<file path="src/hw/rtl/rae_pkg.sv">
package rae_pkg;

  localparam int VALUE_FRAC_BITS = 16;
  localparam logic signed [31:0] ESC_THRESH = 32'sd2 <<< VALUE_FRAC_BITS;

  localparam logic [1:0] OPC_LOAD  = 2'd0;
  localparam logic [1:0] OPC_EVAL  = 2'd1;
  localparam logic [1:0] OPC_CLEAR = 2'd2;

  localparam int CMDQ_DEPTH = 2;

  typedef enum logic [1:0] {
    CMD_LOAD,
    CMD_EVAL,
    CMD_CLEAR
  } cmd_op_t;

  typedef struct packed {
    cmd_op_t            op;
    logic [3:0]         idx;
    logic               kind;
    logic               above;
    logic               level;
    logic               enabled;
    logic               escalate;
    logic signed [31:0] value;
  } cmd_t;

  typedef struct packed {
    logic               kind;
    logic               above;
    logic signed [31:0] threshold;
    logic               level;
    logic               escalate;
  } rule_t;

  typedef enum logic {
    BK_RUN,
    BK_SCAN
  } back_state_t;

endpackage

</file>
<file path="src/hw/rtl/rule_alarm_evaluator.sv">
// Rule alarm evaluator. Items enter on start when busy is low; results leave
// as one-cycle beats marked by out_valid and cannot be held off. Load and
// evaluate items run at one item per cycle while busy is low, passing an input
// register, a two-entry command queue and the back end's output registers. A
// clear-all item holds the back end while it scans each rule index from 0 up to
// the highest active rule, giving one beat per active rule; busy rises once the
// queue fills behind it.
module rule_alarm_evaluator #(
  parameter int RULE_COUNT = 16
) (
  input  logic               clk,
  input  logic               rst_n,
  input  logic               start,
  output logic               busy,
  input  logic [1:0]         in_opcode,
  input  logic [3:0]         in_rule_index,
  input  logic               in_rule_kind,
  input  logic               in_above,
  input  logic signed [31:0] in_threshold,
  input  logic               in_base_level,
  input  logic               in_enabled,
  input  logic               in_escalate,
  input  logic signed [31:0] in_sample_value,
  input  logic               in_sample_valid,
  output logic               out_valid,
  output logic [3:0]         out_alarm_rule,
  output logic               out_raised,
  output logic               out_alarm_level,
  output logic signed [31:0] out_reported_value,
  output logic               out_last_of_run
);
  import rae_pkg::*;

  cmd_t front_cmd, q_cmd;
  logic front_vld, q_rdy, q_vld, q_pop;

  rae_front #(.RULE_COUNT(RULE_COUNT)) u_front (
    .clk             (clk),
    .rst_n           (rst_n),
    .start           (start),
    .busy            (busy),
    .in_opcode       (in_opcode),
    .in_rule_index   (in_rule_index),
    .in_rule_kind    (in_rule_kind),
    .in_above        (in_above),
    .in_threshold    (in_threshold),
    .in_base_level   (in_base_level),
    .in_enabled      (in_enabled),
    .in_escalate     (in_escalate),
    .in_sample_value (in_sample_value),
    .in_sample_valid (in_sample_valid),
    .cmd_o           (front_cmd),
    .cmd_vld_o       (front_vld),
    .cmd_rdy_i       (q_rdy)
  );

  rae_cmdq u_cmdq (
    .clk       (clk),
    .rst_n     (rst_n),
    .push_data (front_cmd),
    .push      (front_vld),
    .push_rdy  (q_rdy),
    .pop_data  (q_cmd),
    .pop_vld   (q_vld),
    .pop       (q_pop)
  );

  rae_back #(.RULE_COUNT(RULE_COUNT)) u_back (
    .clk                (clk),
    .rst_n              (rst_n),
    .cmd_i              (q_cmd),
    .cmd_vld_i          (q_vld),
    .cmd_pop_o          (q_pop),
    .out_valid          (out_valid),
    .out_alarm_rule     (out_alarm_rule),
    .out_raised         (out_raised),
    .out_alarm_level    (out_alarm_level),
    .out_reported_value (out_reported_value),
    .out_last_of_run    (out_last_of_run)
  );

endmodule

</file>
<file path="src/hw/rtl/rae_front.sv">
module rae_front #(
  parameter int RULE_COUNT = 16
) (
  input  logic               clk,
  input  logic               rst_n,
  input  logic               start,
  output logic               busy,
  input  logic [1:0]         in_opcode,
  input  logic [3:0]         in_rule_index,
  input  logic               in_rule_kind,
  input  logic               in_above,
  input  logic signed [31:0] in_threshold,
  input  logic               in_base_level,
  input  logic               in_enabled,
  input  logic               in_escalate,
  input  logic signed [31:0] in_sample_value,
  input  logic               in_sample_valid,
  output rae_pkg::cmd_t      cmd_o,
  output logic               cmd_vld_o,
  input  logic               cmd_rdy_i
);
  import rae_pkg::*;

  logic vld_r, vld_nxt;
  cmd_t cmd_r, cmd_nxt;
  logic take, keep, in_range;

  assign busy     = vld_r & ~cmd_rdy_i;
  assign take     = start & ~busy;
  assign in_range = int'(in_rule_index) < RULE_COUNT;

  // classify: out-of-range, skipped and unknown beats are dropped here
  always_comb begin
    cmd_nxt.idx      = in_rule_index;
    cmd_nxt.kind     = in_rule_kind;
    cmd_nxt.above    = in_above;
    cmd_nxt.level    = in_base_level;
    cmd_nxt.enabled  = in_enabled;
    cmd_nxt.escalate = in_escalate;
    cmd_nxt.value    = in_sample_value;
    cmd_nxt.op       = CMD_LOAD;
    keep             = 1'b0;
    unique case (in_opcode)
      OPC_LOAD: begin
        cmd_nxt.op    = CMD_LOAD;
        cmd_nxt.value = in_threshold;
        keep          = in_range;
      end
      OPC_EVAL: begin
        cmd_nxt.op = CMD_EVAL;
        keep       = in_range & in_sample_valid;
      end
      OPC_CLEAR: begin
        cmd_nxt.op = CMD_CLEAR;
        keep       = 1'b1;
      end
      default: begin
        keep = 1'b0;
      end
    endcase
  end

  assign vld_nxt = take ? keep : (vld_r & ~cmd_rdy_i);

  always_ff @(posedge clk) begin
    if (!rst_n) begin
      vld_r <= 1'b0;
    end else begin
      vld_r <= vld_nxt;
    end
  end

  always_ff @(posedge clk) begin
    if (take) begin
      cmd_r <= cmd_nxt;
    end
  end

  assign cmd_o     = cmd_r;
  assign cmd_vld_o = vld_r;

endmodule

</file>
<file path="src/hw/rtl/rae_cmdq.sv">
module rae_cmdq (
  input  logic          clk,
  input  logic          rst_n,
  input  rae_pkg::cmd_t push_data,
  input  logic          push,
  output logic          push_rdy,
  output rae_pkg::cmd_t pop_data,
  output logic          pop_vld,
  input  logic          pop
);
  import rae_pkg::*;

  localparam int PW = (CMDQ_DEPTH > 1) ? $clog2(CMDQ_DEPTH) : 1;
  localparam int CW = $clog2(CMDQ_DEPTH + 1);

  cmd_t          mem_r [CMDQ_DEPTH];
  logic [PW-1:0] wr_ptr_r, wr_ptr_nxt, rd_ptr_r, rd_ptr_nxt;
  logic [CW-1:0] count_r, count_nxt;
  logic          do_push, do_pop;

  assign push_rdy = count_r != CW'(CMDQ_DEPTH);
  assign pop_vld  = count_r != '0;
  assign pop_data = mem_r[rd_ptr_r];
  assign do_push  = push & push_rdy;
  assign do_pop   = pop & pop_vld;

  always_comb begin
    wr_ptr_nxt = wr_ptr_r;
    rd_ptr_nxt = rd_ptr_r;
    count_nxt  = count_r;
    if (do_push) begin
      wr_ptr_nxt = (wr_ptr_r == PW'(CMDQ_DEPTH - 1)) ? '0 : wr_ptr_r + PW'(1);
    end
    if (do_pop) begin
      rd_ptr_nxt = (rd_ptr_r == PW'(CMDQ_DEPTH - 1)) ? '0 : rd_ptr_r + PW'(1);
    end
    if (do_push && !do_pop) begin
      count_nxt = count_r + CW'(1);
    end else if (do_pop && !do_push) begin
      count_nxt = count_r - CW'(1);
    end
  end

  always_ff @(posedge clk) begin
    if (!rst_n) begin
      wr_ptr_r <= '0;
      rd_ptr_r <= '0;
      count_r  <= '0;
    end else begin
      wr_ptr_r <= wr_ptr_nxt;
      rd_ptr_r <= rd_ptr_nxt;
      count_r  <= count_nxt;
    end
  end

  always_ff @(posedge clk) begin
    if (do_push) begin
      mem_r[wr_ptr_r] <= push_data;
    end
  end

  a_count_bound: assert property (@(posedge clk) disable iff (!rst_n)
    count_r <= CW'(CMDQ_DEPTH)) else $error("command queue count out of range");

  a_no_underflow: assert property (@(posedge clk) disable iff (!rst_n)
    pop |-> pop_vld) else $error("command queue underflow");

endmodule

</file>
<file path="src/hw/rtl/rae_back.sv">
module rae_back #(
  parameter int RULE_COUNT = 16
) (
  input  logic               clk,
  input  logic               rst_n,
  input  rae_pkg::cmd_t      cmd_i,
  input  logic               cmd_vld_i,
  output logic               cmd_pop_o,
  output logic               out_valid,
  output logic [3:0]         out_alarm_rule,
  output logic               out_raised,
  output logic               out_alarm_level,
  output logic signed [31:0] out_reported_value,
  output logic               out_last_of_run
);
  import rae_pkg::*;

  // a 4-bit index reaches at most 16 rules
  localparam int DEPTH = (RULE_COUNT < 16) ? RULE_COUNT : 16;
  localparam int IDX_W = (DEPTH > 1) ? $clog2(DEPTH) : 1;

  rule_t              rules_r [DEPTH];
  logic [DEPTH-1:0]   en_r, en_nxt, flags_r, flags_nxt, rest;
  back_state_t        state_r, state_nxt;
  logic [IDX_W-1:0]   scan_r, scan_nxt, idx;
  rule_t              entry;
  logic               hit, lvl, wr_en;

  logic               out_valid_r, out_valid_nxt;
  logic [3:0]         out_rule_r, out_rule_nxt;
  logic               out_raised_r, out_raised_nxt;
  logic               out_level_r, out_level_nxt;
  logic signed [31:0] out_value_r, out_value_nxt;
  logic               out_last_r, out_last_nxt;

  assign idx       = cmd_i.idx[IDX_W-1:0];
  assign entry     = rules_r[idx];
  assign cmd_pop_o = (state_r == BK_RUN) & cmd_vld_i;
  assign rest      = flags_r & ~(DEPTH'(1) << scan_r);

  always_comb begin
    if (entry.kind) begin
      hit = entry.above ? ($signed(cmd_i.value) > $signed(entry.threshold))
                        : ($signed(cmd_i.value) < $signed(entry.threshold));
    end else begin
      hit = cmd_i.value != '0;
    end
    lvl = entry.level |
          (~entry.kind & entry.escalate & ($signed(cmd_i.value) >= ESC_THRESH));
  end

  always_comb begin
    state_nxt = state_r;
    unique case (state_r)
      BK_RUN: begin
        if (cmd_pop_o && cmd_i.op == CMD_CLEAR && flags_r != '0) begin
          state_nxt = BK_SCAN;
        end
      end
      BK_SCAN: begin
        if (rest == '0) begin
          state_nxt = BK_RUN;
        end
      end
      default: begin
        state_nxt = BK_RUN;
      end
    endcase
  end

  always_comb begin
    en_nxt         = en_r;
    flags_nxt      = flags_r;
    scan_nxt       = scan_r;
    wr_en          = 1'b0;
    out_valid_nxt  = 1'b0;
    out_rule_nxt   = cmd_i.idx;
    out_raised_nxt = 1'b0;
    out_level_nxt  = 1'b0;
    out_value_nxt  = cmd_i.value;
    out_last_nxt   = 1'b1;
    unique case (state_r)
      BK_RUN: begin
        if (cmd_pop_o) begin
          unique case (cmd_i.op)
            CMD_LOAD: begin
              wr_en       = 1'b1;
              en_nxt[idx] = cmd_i.enabled;
            end
            CMD_EVAL: begin
              if (en_r[idx]) begin
                if (hit && !flags_r[idx]) begin
                  flags_nxt[idx] = 1'b1;
                  out_valid_nxt  = 1'b1;
                  out_raised_nxt = 1'b1;
                  out_level_nxt  = lvl;
                end else if (!hit && flags_r[idx]) begin
                  flags_nxt[idx] = 1'b0;
                  out_valid_nxt  = 1'b1;
                end
              end
            end
            CMD_CLEAR: begin
              scan_nxt = '0;
            end
            default: begin
            end
          endcase
        end
      end
      BK_SCAN: begin
        // flags below scan_r are already clear
        scan_nxt      = scan_r + IDX_W'(1);
        flags_nxt     = rest;
        out_valid_nxt = flags_r[scan_r];
        out_rule_nxt  = 4'(scan_r);
        out_value_nxt = '0;
        out_last_nxt  = rest == '0;
      end
      default: begin
      end
    endcase
  end

  always_ff @(posedge clk) begin
    if (!rst_n) begin
      state_r     <= BK_RUN;
      en_r        <= '0;
      flags_r     <= '0;
      scan_r      <= '0;
      out_valid_r <= 1'b0;
    end else begin
      state_r     <= state_nxt;
      en_r        <= en_nxt;
      flags_r     <= flags_nxt;
      scan_r      <= scan_nxt;
      out_valid_r <= out_valid_nxt;
    end
  end

  always_ff @(posedge clk) begin
    out_rule_r   <= out_rule_nxt;
    out_raised_r <= out_raised_nxt;
    out_level_r  <= out_level_nxt;
    out_value_r  <= out_value_nxt;
    out_last_r   <= out_last_nxt;
  end

  always_ff @(posedge clk) begin
    if (wr_en) begin
      rules_r[idx] <= '{kind: cmd_i.kind, above: cmd_i.above, threshold: cmd_i.value,
                        level: cmd_i.level, escalate: cmd_i.escalate};
    end
  end

  assign out_valid          = out_valid_r;
  assign out_alarm_rule     = out_rule_r;
  assign out_raised         = out_raised_r;
  assign out_alarm_level    = out_level_r;
  assign out_reported_value = out_value_r;
  assign out_last_of_run    = out_last_r;

  a_scan_has_work: assert property (@(posedge clk) disable iff (!rst_n)
    state_r == BK_SCAN |-> flags_r != '0) else $error("scan with no active flag");

  a_clear_level: assert property (@(posedge clk) disable iff (!rst_n)
    out_valid_r && !out_raised_r |-> !out_level_r) else $error("clear beat has level");

  a_raise_single: assert property (@(posedge clk) disable iff (!rst_n)
    out_valid_r && out_raised_r |-> out_last_r) else $error("raise not last of run");

endmodule

</file>
<file path="config.mk">
export PLATFORM = sky130hd
export DESIGN_NAME = rule_alarm_evaluator
export DESIGN_NICKNAME = d
export VERILOG_FILES = /design/src/hw/rtl/rae_pkg.sv /design/src/hw/rtl/rule_alarm_evaluator.sv /design/src/hw/rtl/rae_front.sv /design/src/hw/rtl/rae_cmdq.sv /design/src/hw/rtl/rae_back.sv
export SDC_FILE = /design/constraint.sdc
export NUM_CORES = 1
export LEC_CHECK = 0
export ABC_AREA = 0
export BUFFER_PORTS_ARGS = -buffer_cell sky130_fd_sc_hd__buf_4
export CAP_MARGIN = 20
export CORE_ASPECT_RATIO = 1.4
export CORE_UTILIZATION = 54
export DETAILED_ROUTE_END_ITERATION = 12
export PLACE_DENSITY = 0.71
export REMOVE_ABC_BUFFERS = 1
export SLEW_MARGIN = 20
export SYNTH_ARGS = -nofsm -noshare
export SYNTH_HDL_FRONTEND = slang
export SYNTH_SLANG_ARGS = --single-unit
</file>
<file path="constraint.sdc">
create_clock -name clk -period 7.1 [get_ports clk]
set_clock_uncertainty 0.2 [all_clocks]
set_input_delay 0 -clock clk [delete_from_list [all_inputs] [get_ports clk]]
set_output_delay 0 -clock clk [all_outputs]
set_load 0.01 [all_outputs]
</file>
# After elaboration in Yosys (flattened, before gate mapping)
# Memory sizes are Yosys's and may differ from the RTL's. A register that Yosys moved wholly into a read port is not among the register bits.
# Cells that the tools add are included.
[word_totals] ff_bits=125 latchBits=0 ramBits=662 romBits=0 input_bits=79 out_inout_bits=41 mem_count=2
[op_classes] add_sub_neg=5 n_mul=0 div_mod_pow=0 order_cmp=6 n_eq_ne=10 n_shift=1 muxes=48 bitwise=21 reduce_logical=24
[memory_table] name="u_back.rules_r" words=16 word_bits=36 rd=1 rd_clocked_by_memory_dff=0 write_ports=1 line="rae_back.sv:22" source="rule_t rules_r [DEPTH];"
[memory_table] name="u_cmdq.mem_r" words=2 word_bits=43 rd=1 rd_clocked_by_memory_dff=1 write_ports=1 line="rae_cmdq.sv:16" source="cmd_t mem_r [CMDQ_DEPTH];"
[op_table] operator="16-bit 2-to-1 mux" count=5
[op_table] operator="16-bit bitwise AND" count=2
[op_table] operator="32-bit by 19-bit greater-or-equal comparator with 1-bit output, second input constant" count=1
[op_table] operator="32-bit greater-than comparator" count=1
[op_table] operator="32-bit less-than comparator" count=1
[op_table] operator="32-bit 2-to-1 mux" count=1
[op_table] operator="16-bit NOT" count=2
[op_table] operator="16-bit one-hot mux with 2 select lines" count=1
[op_table] operator="32-bit nonzero test" count=1
[op_table] operator="1-bit 2-to-1 mux" count=26
[op_table] operator="16-bit bitwise mux" count=1
[op_table] operator="16-bit logical NOT" count=1
[op_table] operator="16-bit OR" count=1
[op_table] operator="16-bit nonzero test" count=1
[op_table] operator="1-bit by 4-bit << shifter with 16-bit output, first input constant" count=1
[op_table] operator="1-bit binary-select mux with 4-bit select" count=3
[op_table] operator="4-bit 2-to-1 mux" count=3
[op_table] operator="4-bit by 5-bit less-than comparator with 1-bit output, second input constant" count=2
[op_table] operator="2-bit != test, second input constant" count=4
[op_table] operator="1-bit NOT" count=8
[op_table] operator="4-bit one-hot mux with 2 select lines" count=1
[op_table] operator="1-bit bitwise AND" count=7
[op_table] operator="1-bit logical AND" count=7
[op_table] operator="1-bit one-hot mux with 2 select lines" count=3
[op_table] operator="other kinds (22)" count=31

# Longest topological paths before layout
# Gate-level depths: netlist (run 1).
[depth] depth_word=12 ltp_mapped=23 ltp_nobuf=18

# By module
# A second synthesis (run 1) with hierarchy kept.
[hier_totals] hier_cells=1577 area_unflattened_um2=31338.8
[modules_own_cells] mod="rae_back" instances=1 cells_each=1326 area_per_inst_um2=26033.7
[modules_own_cells] mod="rae_cmdq" instances=1 cells_each=158 area_per_inst_um2=3342.0
[modules_own_cells] mod="rae_front" instances=1 cells_each=93 area_per_inst_um2=1963.1

# Worst setup path before layout (run 1)
# OpenSTA, ideal clock, no wires.
[synth_timing] kind="register -> register" startpoint="reg (tool-made name)" endpoint="reg (tool-made name)" setup_time_ps=116 t_arrival_ps=5169 setup_slack_ps=1615 stages_incl_launch_ff=21 path_buffers=4 period_less_slack_ps=5485 cell_sequence="dfxtp_1 > mux2_4 > buf_6 > buf_4 > buf_2 > buf_2 > mux4_2 > a221oi_1 > ha_1 > and4_1 > and4b_1 > a311o_1 > o41ai_1 > nor2_1 > a211o_1 > ha_1 > nand2b_1 > a21oi_2 > nand3_1 > mux2_1 > o211a_1"

==> impl_metrics.toml, run 1 <==
[outcome]
status = "finished clean"

[run]
max_cap_viol = 0

[power_and_ir_drop]
power-per-cell-area_nw_per_um2 = 312
irDropWorstVdd_mv = 0.223
leakage_power_nw = 12.4
total_power_w = 0.0115

[cts]
clkTransAtPathRegs_ns = 0.07
clk_latency_ns = 0.63
post_cts_resized = 0
clock_tree_from_tritoncts = "yes"
cts_sinks = 788
cts_buffers = 72
cts_htree_levels = 3
clock_tree.root_cell = "clkbuf_16"
clock_path_buffers = 3

[critical_path]
crit_type = "flop to flop"
worst_setup_path_start_kind = "flop"
timing.critical_path.to_type = "flop"
ff2ff_path_depth = 19
regToRegSetupSlack_ns = 0.65
worstPathMaxFanout = 41
cpPeakStageDelay_ns = 0.76
critPathRequiredTime_ns = 7.39
slowest_stage = "a22o_2"
cp.arrival_ns = 6.74
crit_path_cell_trace = "buf_4 > nor2b_1 > a22o_2 > a22o_1 > a221oi_1 > ha_1 > and4_1 > nand4_1 > or4_1 > o311ai_0 > nor2_1 > a211o_1 > ha_1 > nand2b_1 > a21oi_2 > buf_4 > nand2_1 > o311ai_0 > a21boi_0"

[synth]
yosys_register_bits = 788
synthFlopType = "edfxtp_1"
post_synth_inst_count = 1633
netlist_area_um2 = 31000
synth_enable_flop_cells = 705
async_reset_ff_share_pct = 0
synth_area_leaders = "edfxtp_1 (68%), mux4_2 (11%), dfxtp_1 (5.4%)"
synth_top_area_share_pct = 68.2
syn_area_per_cell_um2 = 19.0
synthDistinctLibCells = 65
synth_largest_area_cell = "edfxtp_1"
ys_warn_count = 0
yosysSeqAreaShare_pct = 73.6

[hold_path]
holdCritPathClass = "input pin to flop"
min_delay_path_depth = 3

[sta]
timing_hold_violations_final = 0
max_slew.worst_pin.slew_ns = 1.17
fmax_ghz = 0.155
slew_viol_final = 0
fin_crit_share_pct = 90.8
post-route-min-period_ns = 6.45
slew_headroom_pct = 21.9
grt_setup_unrepaired = "no"
final.setup.tns_ns = 0
setup_ws_ns = 0.653
setup-violations-final = 0

[finish]
finish.cell_count_without_fillers = 2722
layout.nets = 2050
area_growth_syn_to_layout_pct = 18.6
num_antenna_cells = 0
multiInputGateArea_um2 = 7840
fillerInstances = 3647
final_design_area_no_fill_um2 = 36800
seqCellArea_um2 = 22800
drive_gt1_share_pct = 26.8

[routing]
remaining_drc_errors = 0
drtIter0Drc = 1557
route.detailed.wl_per_inst_um = 27.1
wl_um = 73900
vias_per_cell = 6.26
detail-route-antenna-nets = 0
overall_via_count_from_detail_route = 17028
drt-pass1-iter-count = 5

[die]
row_count = 103
pin_count = 120
core_area_um2 = 56600
die_x_um = 205
fp.dieArea_um2 = 58400
die-height_um = 286
initial_core_util_pct = 54.8

[place]
dp_slack_ns = 0.761
hpwl_um = 42600
count_of_buffers_inserted_at_the_top_level_ports = 119
routabilityCongestion = 0.860
post-place-cells = 2474
placement.cell_area_um2 = 33200

[global_routing]
overflow = 0
grt_usage_pct = 25.9
maximum_number_of_pins_on_one_net_before_global_route_repair = 77
grt_pass1_vias = 17719
antenna_found_initial = 0
global_route_wire_length_before_repair_um = 110000
critical path: cells and delay by family, from the launching register on:
kind | cells | cell delay, ns
AOI/OAI and AO/OA | 8 | 2.37
and+or+nand+nor | 7 | 1.83
buffers and inverters | 2 | 0.74
adders and majority gates | 2 | 0.69
DFF | 1 | 0.46
where the power goes:
group          internal [W]  switching [W]
clock network       0.00226        0.00173
registers           0.00539      0.0000617
logic              0.000862        0.00118
total               0.00852        0.00297
cell usage in the layout (no fill, tap or decap), types with 5 or more instances in the layout:
master,instances
clkbuf_16,73
o221ai_1,5
mux2i_1,38
clkinv_1,11
clkbuf_1,15
dlygate4sd3_1,113
clkinv_2,12
inv_1,40
nor2_4,13
a21oi_1,27
a22o_1,30
dfxtp_1,81
nor2_1,57
o211a_1,5
o21a_1,5
a221oi_1,31
nor4_1,7
nand2_1,44
bufinv_16,9
nor2b_1,19
nand3_1,12
nand4_1,18
nand2b_1,10
nor3_1,19
and2_1,6
buf_4,190
edfxtp_1,705
and3_1,6
o22ai_1,11
o21ai_0,16
mux2_2,41
ha_1,43
nor3b_1,13
mux4_2,157
cells by family (layout without fill, tap and decap cells):
family	Yosys count	in the layout	synth area share (%)
DFF	788	788	73.6
AOI/OAI and AO/OA	183	183	4.52
muxes	239	239	14.2
and+or+nand+nor	248	248	4.09
adders and majority gates	44	44	1.77
buffers and inverters	128	482	1.71
xor gates and xnor gates	3	3	0.0847
Yosys cell counts, drive strengths merged (33+ instances only):
cell,instances
dfxtp,83
mux4,157
clkbuf,55
mux2,44
nand2,44
mux2i,38
buf,33
nor2,70
inv,40
edfxtp,705
ha,44
stage by stage:
stage               utilization [%]  hold slack [ns]
floorplan                         -           -0.101
global placement               58.8          -0.0199
detailed placement             58.8          -0.0200
CTS                            65.0          0.00311
global route                   65.0           0.0411
finish                         65.0           0.0231
worst min path at each step:
stage / start / endpoint
2_1_floorplan: in_escalate / u_front.cmd_o[32]
3_3_place_gp: in_above / u_front.cmd_o[35]
3_5_place_dp: in_rule_kind / u_front.cmd_o[36]
4_1_cts: in_sample_value[28] / u_front.cmd_o[28]
5_1_grt: in_sample_value[5] / u_front.cmd_o[5]
6_report: in_sample_value[5] / u_front.cmd_o[5]
cell type report:
cell class	instances	share of cell area, %
clock inverters	44	1.35
well taps	735	2.50
flip-flops and latches	788	62.0
repair buffers	308	7.20
multi-input cells	717	21.3
clock buffers	90	5.19
inverters	40	0.408
routing by layer:
layer | track usage (%) | vias up | part of all wire [%]
met2 | 43.9 | 741 | 52
met4 | 10.2 | 0 | 3.4
met1 | 33.8 | 8863 | 39
met5 | 0 | - | 0
met3 | 3.63 | 163 | 6.3
li1 | - | 7261 | -
repair_timing:
item                       4_1_cts  5_1_grt
setup buffers                    0        0
hold endpoints to repair        87        0
setup endpoints to repair        0        0
hold buffers                   113        0
state kept, by name, indices dropped and copies added (netlist names), named ones only:
name / count
u_back.state_r: 1
u_back.out_raised: 1
u_back.out_alarm_level: 1
u_back.out_last_of_run: 1
u_front.cmd_vld_o: 1
u_cmdq.rd_ptr_r: 1
u_cmdq.mem_r: 86
u_back.out_alarm_rule: 4
u_back.rules_r: 576
u_back.en_r: 16
u_back.out_reported_value: 32
u_cmdq.wr_ptr_r: 1
u_cmdq.count_r: 2
u_back.out_valid: 1
u_front.cmd_o: 43
u_back.scan_r: 4
Note: power is estimated with default switching activity, not from simulation.
==> inputs of run 2 (changes only) <==
--- a/config.mk
+++ b/config.mk
@@ -8,10 +8,9 @@
 export ABC_AREA = 0
 export BUFFER_PORTS_ARGS = -buffer_cell sky130_fd_sc_hd__buf_4
 export CAP_MARGIN = 20
-export CORE_ASPECT_RATIO = 1.4
 export CORE_UTILIZATION = 54
 export DETAILED_ROUTE_END_ITERATION = 12
-export PLACE_DENSITY = 0.71
+export PLACE_DENSITY = 0.72
 export REMOVE_ABC_BUFFERS = 1
 export SLEW_MARGIN = 20
 export SYNTH_ARGS = -nofsm -noshare
==> constraint.sdc (replaced) <==
create_clock -name clk -period 6.6 [get_ports clk]
set_clock_uncertainty 0.2 [all_clocks]
set_input_delay 0 -clock clk [delete_from_list [all_inputs] [get_ports clk]]
set_output_delay 0 -clock clk [all_outputs]
set_load 0.01 [all_outputs]
==> run 2 against run 1 <==
Net effect: final cell count rose by 0.84%; flip-flop and latch count is the same; core utilization barely moved; maximum frequency is 3.7% higher; critical path type unchanged.
==> impl_metrics.toml, run 2 (synthesis gave the netlist of run 1 again) <==
[outcome]
status = "finished clean"

[routing]
route.detailed.wl_per_inst_um = 26.7
detail-route-antenna-nets = 0
drt-pass1-iter-count = 5
vias_per_cell = 6.25
overall_via_count_from_detail_route = 17145
m1WireLength_um = 28900
remaining_drc_errors = 0
met3_length_um = 6270
routed-wl-met2_um = 35500
drtIter0Drc = 1853
wl_um = 73200
maxUsedRoutingLayer = "met4"

[die]
initial_core_util_pct = 54.8
row_count = 87
core_area_um2 = 56600
fp.dieArea_um2 = 58400
die-height_um = 242
die_x_um = 242
pin_count = 120

[cts]
clkTransAtPathRegs_ns = 0.07
cts_sinks = 788
clock_tree.root_cell = "clkbuf_16"
cts_buffers = 76
clock_path_buffers = 3
cts_htree_levels = 3
clk_latency_ns = 0.61
clock_tree_from_tritoncts = "yes"
cts.repair_timing.setup_buffer_count = 0

[finish]
num_antenna_cells = 0
area_growth_syn_to_layout_pct = 18.6
drive_gt1_share_pct = 27.9
final_design_area_no_fill_um2 = 36800
mostFrequentLayoutCells = "edfxtp_1 (705), buf_4 (211), mux4_2 (157), dlygate4sd3_1 (90), dfxtp_1 (81)"
layout.cells.most_common = "edfxtp_1"
largest_register_ff_count = 576
layout.nets = 2054
largest-register = "u_back.rules_r"

[sta]
fin_crit_share_pct = 94.2
fmax_ghz = 0.161
slew_headroom_pct = 24.1
setup_ws_ns = 0.385
timing_hold_violations_final = 0
max_slew.worst_pin.slew_ns = 1.14
grt_setup_unrepaired = "no"
post-route-min-period_ns = 6.21
setup-violations-final = 0
slew_viol_final = 0

[power_and_ir_drop]
irDropWorstVdd_mv = 0.248
leakage_power_nw = 12.4
power-per-cell-area_nw_per_um2 = 336

[global_routing]
global_route_wire_length_before_repair_um = 109000
antenna_found_initial = 0
maximum_number_of_pins_on_one_net_before_global_route_repair = 77
grt_usage_pct = 25.3
overflow = 0
grt_pass1_vias = 17772

[place]
dp_slack_ns = 0.520
hpwl_um = 41200
count_of_buffers_inserted_at_the_top_level_ports = 119
routabilityCongestion = 0.849
placement.cell_area_um2 = 33500

[critical_path]
cp.arrival_ns = 6.47
worst_setup_path_start_kind = "flop"
timing.critical_path.to_type = "flop"
worstPathMaxFanout = 33
crit_type = "flop to flop"
critPathRequiredTime_ns = 6.85

[run]
max_cap_viol = 0

[hold_path]
holdCritPathClass = "input pin to flop"
## run 2: power by group
part / total, W / internal [W] / switching [W]
Combinational: 0.00225 / 0.000959 / 0.00129
Clock: 0.00424 / 0.00246 / 0.00178
Sequential: 0.00586 / 0.00580 / 0.0000600
## run 2: path summary, 6_finish.rpt
kind                       start                   to  slack, ns  cells past startpoint
max                         flop                 flop       0.39                     19
min          in_sample_value[17]    u_front.cmd_o[17]       0.03                      3
max reg2reg                 flop                 flop       0.39                     19
min reg2reg    u_front.cmd_o[26]  u_cmdq.mem_r[1][26]       0.24                      0
## run 2: area by class of cell
| class | instances | area (um^2) |
|---|---|---|
| Clock inverter | 29 | 273 |
| Tap cell | 756 | 946 |
| Multi-Input combinational cell | 717 | 7840 |
| Timing Repair Buffer | 308 | 2630 |
| Fill cell | 3756 | 19800 |
| Sequential cell | 788 | 22800 |
| Clock buffer | 107 | 2140 |
| Inverter | 40 | 150 |
## run 2: critical path, cell delays in order, from the launching register on
cell      delay, ns
dfxtp_2        0.36
mux2_8         0.55
buf_12         0.24
mux4_2         0.51
a22o_1         0.24
a221oi_1       0.31
ha_1           0.19
and4_1         0.29
nand4_1        0.23
or4_1          0.68
o311ai_0       0.40
nor2_1         0.08
a211o_1        0.34
ha_1           0.30
nand2b_1       0.15
a21oi_2        0.18
buf_4          0.21
nand2_1        0.08
o311ai_0       0.32
a21boi_0       0.17
## run 2: timing repair
action / 4_1_cts / 5_1_grt
endpoints found under the hold margin: 87 / 0
hold buffers: 90 / 0
gates resized for setup: 0 / 0
## run 2: per-layer routing
metal	track usage, %	up-vias
met5	0	-
met4	10.5	0
met3	4.56	152
met2	41.2	853
met1	34.0	8876
li1	-	7264
## run 2: metrics by stage
stage / power (W) / util (%) / TNS [ns] / hold WS, ns / cells
after floorplan: 0.00729 / - / -122.24 / -0.101 / 1545
after global placement: 0.00810 / 59.2 / 0 / -0.0220 / 2519
after detailed placement: 0.00815 / 59.2 / 0 / -0.0206 / 2519
after CTS: 0.0124 / 65.0 / 0 / 0.000272 / 2745
after global routing: 0.0128 / 65.0 / 0 / 0.0221 / 2745
final: 0.0124 / 65.0 / 0 / 0.0312 / 2745
==> inputs of run 3 (changes only) <==
--- a/config.mk
+++ b/config.mk
@@ -9,10 +9,12 @@
 export BUFFER_PORTS_ARGS = -buffer_cell sky130_fd_sc_hd__buf_4
 export CAP_MARGIN = 20
 export CORE_UTILIZATION = 54
+export CTS_CLUSTER_DIAMETER = 150
 export DETAILED_ROUTE_END_ITERATION = 12
 export PLACE_DENSITY = 0.72
 export REMOVE_ABC_BUFFERS = 1
 export SLEW_MARGIN = 20
 export SYNTH_ARGS = -nofsm -noshare
 export SYNTH_HDL_FRONTEND = slang
+export SYNTH_HIERARCHICAL = 1
 export SYNTH_SLANG_ARGS = --single-unit
==> run 3 against run 2 <==
Net effect: global-route usage shrank 0.95 points; sequential power shrank 4.9%; clock power grew 4%; largest power group unchanged.
==> impl_metrics.toml, run 3 <==
[cts]
clock_path_buffers = 3
cts_sinks = 788
clock_tree.root_cell = "clkbuf_16"
clk_latency_ns = 0.62
cts_buffers = 80
clock_tree_from_tritoncts = "yes"
post_cts_resized = 0
cts.repair_timing.setup_buffer_count = 0
cts_htree_levels = 3
clkTransAtPathRegs_ns = 0.06

[sta]
timing_hold_violations_final = 0
slew_viol_final = 0
grt_setup_unrepaired = "no"
setup-violations-final = 0
fmax_ghz = 0.159
fin_crit_share_pct = 95.2
post-route-min-period_ns = 6.29
max_slew.worst_pin.slew_ns = 1.04
setup_ws_ns = 0.315
slew_headroom_pct = 30.0
hold-worst-slack_ns = 0.0322

[synth]
synth_largest_area_cell = "edfxtp_1"
yosys_register_bits = 788
netlist_area_um2 = 31300
synth_top_area_share_pct = 67.6
synth_area_leaders = "edfxtp_1 (68%), mux4_2 (13%), dfxtp_1 (5.3%)"
async_reset_ff_share_pct = 0
yosysSeqAreaShare_pct = 72.9
synth_enable_flop_cells = 705
syn_area_per_cell_um2 = 19.9
post-synth-top-count-cell = "edfxtp_1"
synthDistinctLibCells = 59
synthTopCellsByCount = "edfxtp_1 (705), mux4_2 (187), dfxtp_1 (83), nand2_1 (54), mux2_2 (51)"
synthFlopType = "edfxtp_1"
ys_warn_count = 6
post_synth_inst_count = 1577

[global_routing]
grt_usage_pct = 24.4
global_route_wire_length_before_repair_um = 106000
overflow = 0
grt_pass1_vias = 16883
antenna_found_initial = 0
maximum_number_of_pins_on_one_net_before_global_route_repair = 65

[critical_path]
crit_path_cell_trace = "buf_4 > mux2_2 > buf_12 > mux4_2 > inv_1 > ha_1 > nand4_1 > nor3_1 > a21boi_0 > o41ai_1 > buf_4 > o311ai_0 > buf_4 > mux2_2 > or3_1 > ha_1 > o211a_2 > buf_12 > a31oi_1 > a21o_1 > a21oi_1"
ff2ff_path_depth = 21
cpPeakStageDelay_ns = 0.57
worst_path_most_repeated_cell = "buf_4"
timing.critical_path.to_type = "flop"
cp.arrival_ns = 6.55
worstPathMaxFanout = 23
worst_setup_path_start_kind = "flop"
slowest_stage = "mux2_2"
crit_type = "flop to flop"
cp.buffers_inverters = 6
regToRegSetupSlack_ns = 0.31
worst_path_dominant_cell_family = "compound AO/OA/AOI/OAI gates"
critPathRequiredTime_ns = 6.86
worst-path-stages = 21

[finish]
largest_register_ff_count = 576
final_design_area_no_fill_um2 = 37000
layout.cells.most_common = "edfxtp_1"
layout.nets = 1979
area_growth_syn_to_layout_pct = 18.1
drive_gt1_share_pct = 29.9
num_antenna_cells = 0
largest-register = "u_back/rules_r"
mostFrequentLayoutCells = "edfxtp_1 (705), mux4_2 (187), buf_4 (158), dlygate4sd3_1 (106), clkbuf_16 (86)"

[die]
row_count = 87
core_area_um2 = 56800
pin_count = 120
fp.dieArea_um2 = 59000
die-height_um = 243
initial_core_util_pct = 55.2
die_x_um = 243

[hold_path]
holdCritPathClass = "input pin to flop"
min_delay_path_depth = 3

[place]
placement.cell_area_um2 = 33400
dp_slack_ns = 0.229
routabilityCongestion = 0.894
hpwl_um = 38000
count_of_buffers_inserted_at_the_top_level_ports = 119

[routing]
routed-wl-met2_um = 35200
route.detailed.wl_per_inst_um = 26.4
overall_via_count_from_detail_route = 16456
maxUsedRoutingLayer = "met4"
vias_per_cell = 6.16
detail-route-antenna-nets = 0
met3_length_um = 4910
drtIter0Drc = 1646
drt-pass1-iter-count = 7
wl_um = 70500
m1WireLength_um = 29100
remaining_drc_errors = 0

[power_and_ir_drop]
irDropWorstVdd_mv = 0.212
power-per-cell-area_nw_per_um2 = 294
leakage_power_nw = 12.5

[run]
max_cap_viol = 0

[outcome]
status = "finished clean"
[run 3: changes by cell type after synthesis, sizes merged, moves of 14 or more]
cell | before | now
a21oi | 28 | 42
a221oi | 31 | 1
a22o | 31 | 1
clkbuf | 55 | 31
mux2 | 44 | 80
mux2i | 38 | 9
mux4 | 157 | 193
nand3 | 12 | 26
nor2 | 70 | 40
nor2b | 19 | 41
nor3 | 23 | 5
[run 3: cells by family after synthesis]
| logic type | synth area share [%] |
|---|---|
| AOI/OAI and AO/OA | 2.42 |
| muxes | 17.5 |
| buffers and inverters | 1.84 |
| and+or+nand+nor | 3.55 |
| DFF | 72.9 |
| xor gates and xnor gates | 0.0839 |
| adders and majority gates | 1.80 |
[run 3: worst paths after layout]
| check | startpoint | endpoint |
|---|---|---|
| max | flop | flop |
| min reg2reg | u_front/cmd_o[12] | u_cmdq/mem_r[1][12] |
| max reg2reg | flop | flop |
| min | in_sample_value[27] | u_front/cmd_o[27] |
[run 3: worst min-delay path: stages]
cell,delay [ns]
buf_4,0.08
mux2_4,0.12
dlygate4sd3_1,0.54
[run 3: cell type report]
type,count,area (um^2)
timing repair buffer,271,2390
tap,756,946
inverter,46,173
fill,3708,19800
multi-input combinational,668,8110
sequential,788,22800
clock buffer,120,2360
clock inverter,24,200
[run 3: report_power, final]
part,switching [W],total (W),internal [W]
clock,0.00181,0.00440,0.00259
combinational,0.000483,0.000917,0.000435
sequential,0.0000279,0.00557,0.00555
total,0.00232,0.0109,0.00857
[run 3: repair_timing]
item,in CTS,in global routing
endpoints found under the hold margin,54,0
hold buffers,106,0
endpoints found under the setup margin,0,13
[run 3: per-stage QoR]
stage          setup TNS (ns)  total power (W)  instances  util [%]
6_report                    0           0.0109       2673      65.1
5_1_grt                     0           0.0112       2673      65.1
4_1_cts                     0           0.0110       2672      65.1
3_5_place_dp                0          0.00654       2422      58.7
3_3_place_gp                0          0.00651       2422      58.7
2_1_floorplan         -321.93          0.00624       1501         -
[run 3: routing by layer]
metal	vias to the layer above	GRT usage (%)
li1	6969	-
met1	8674	34.4
met2	689	39.8
met3	124	4.07
met4	0	6.36
met5	-	0
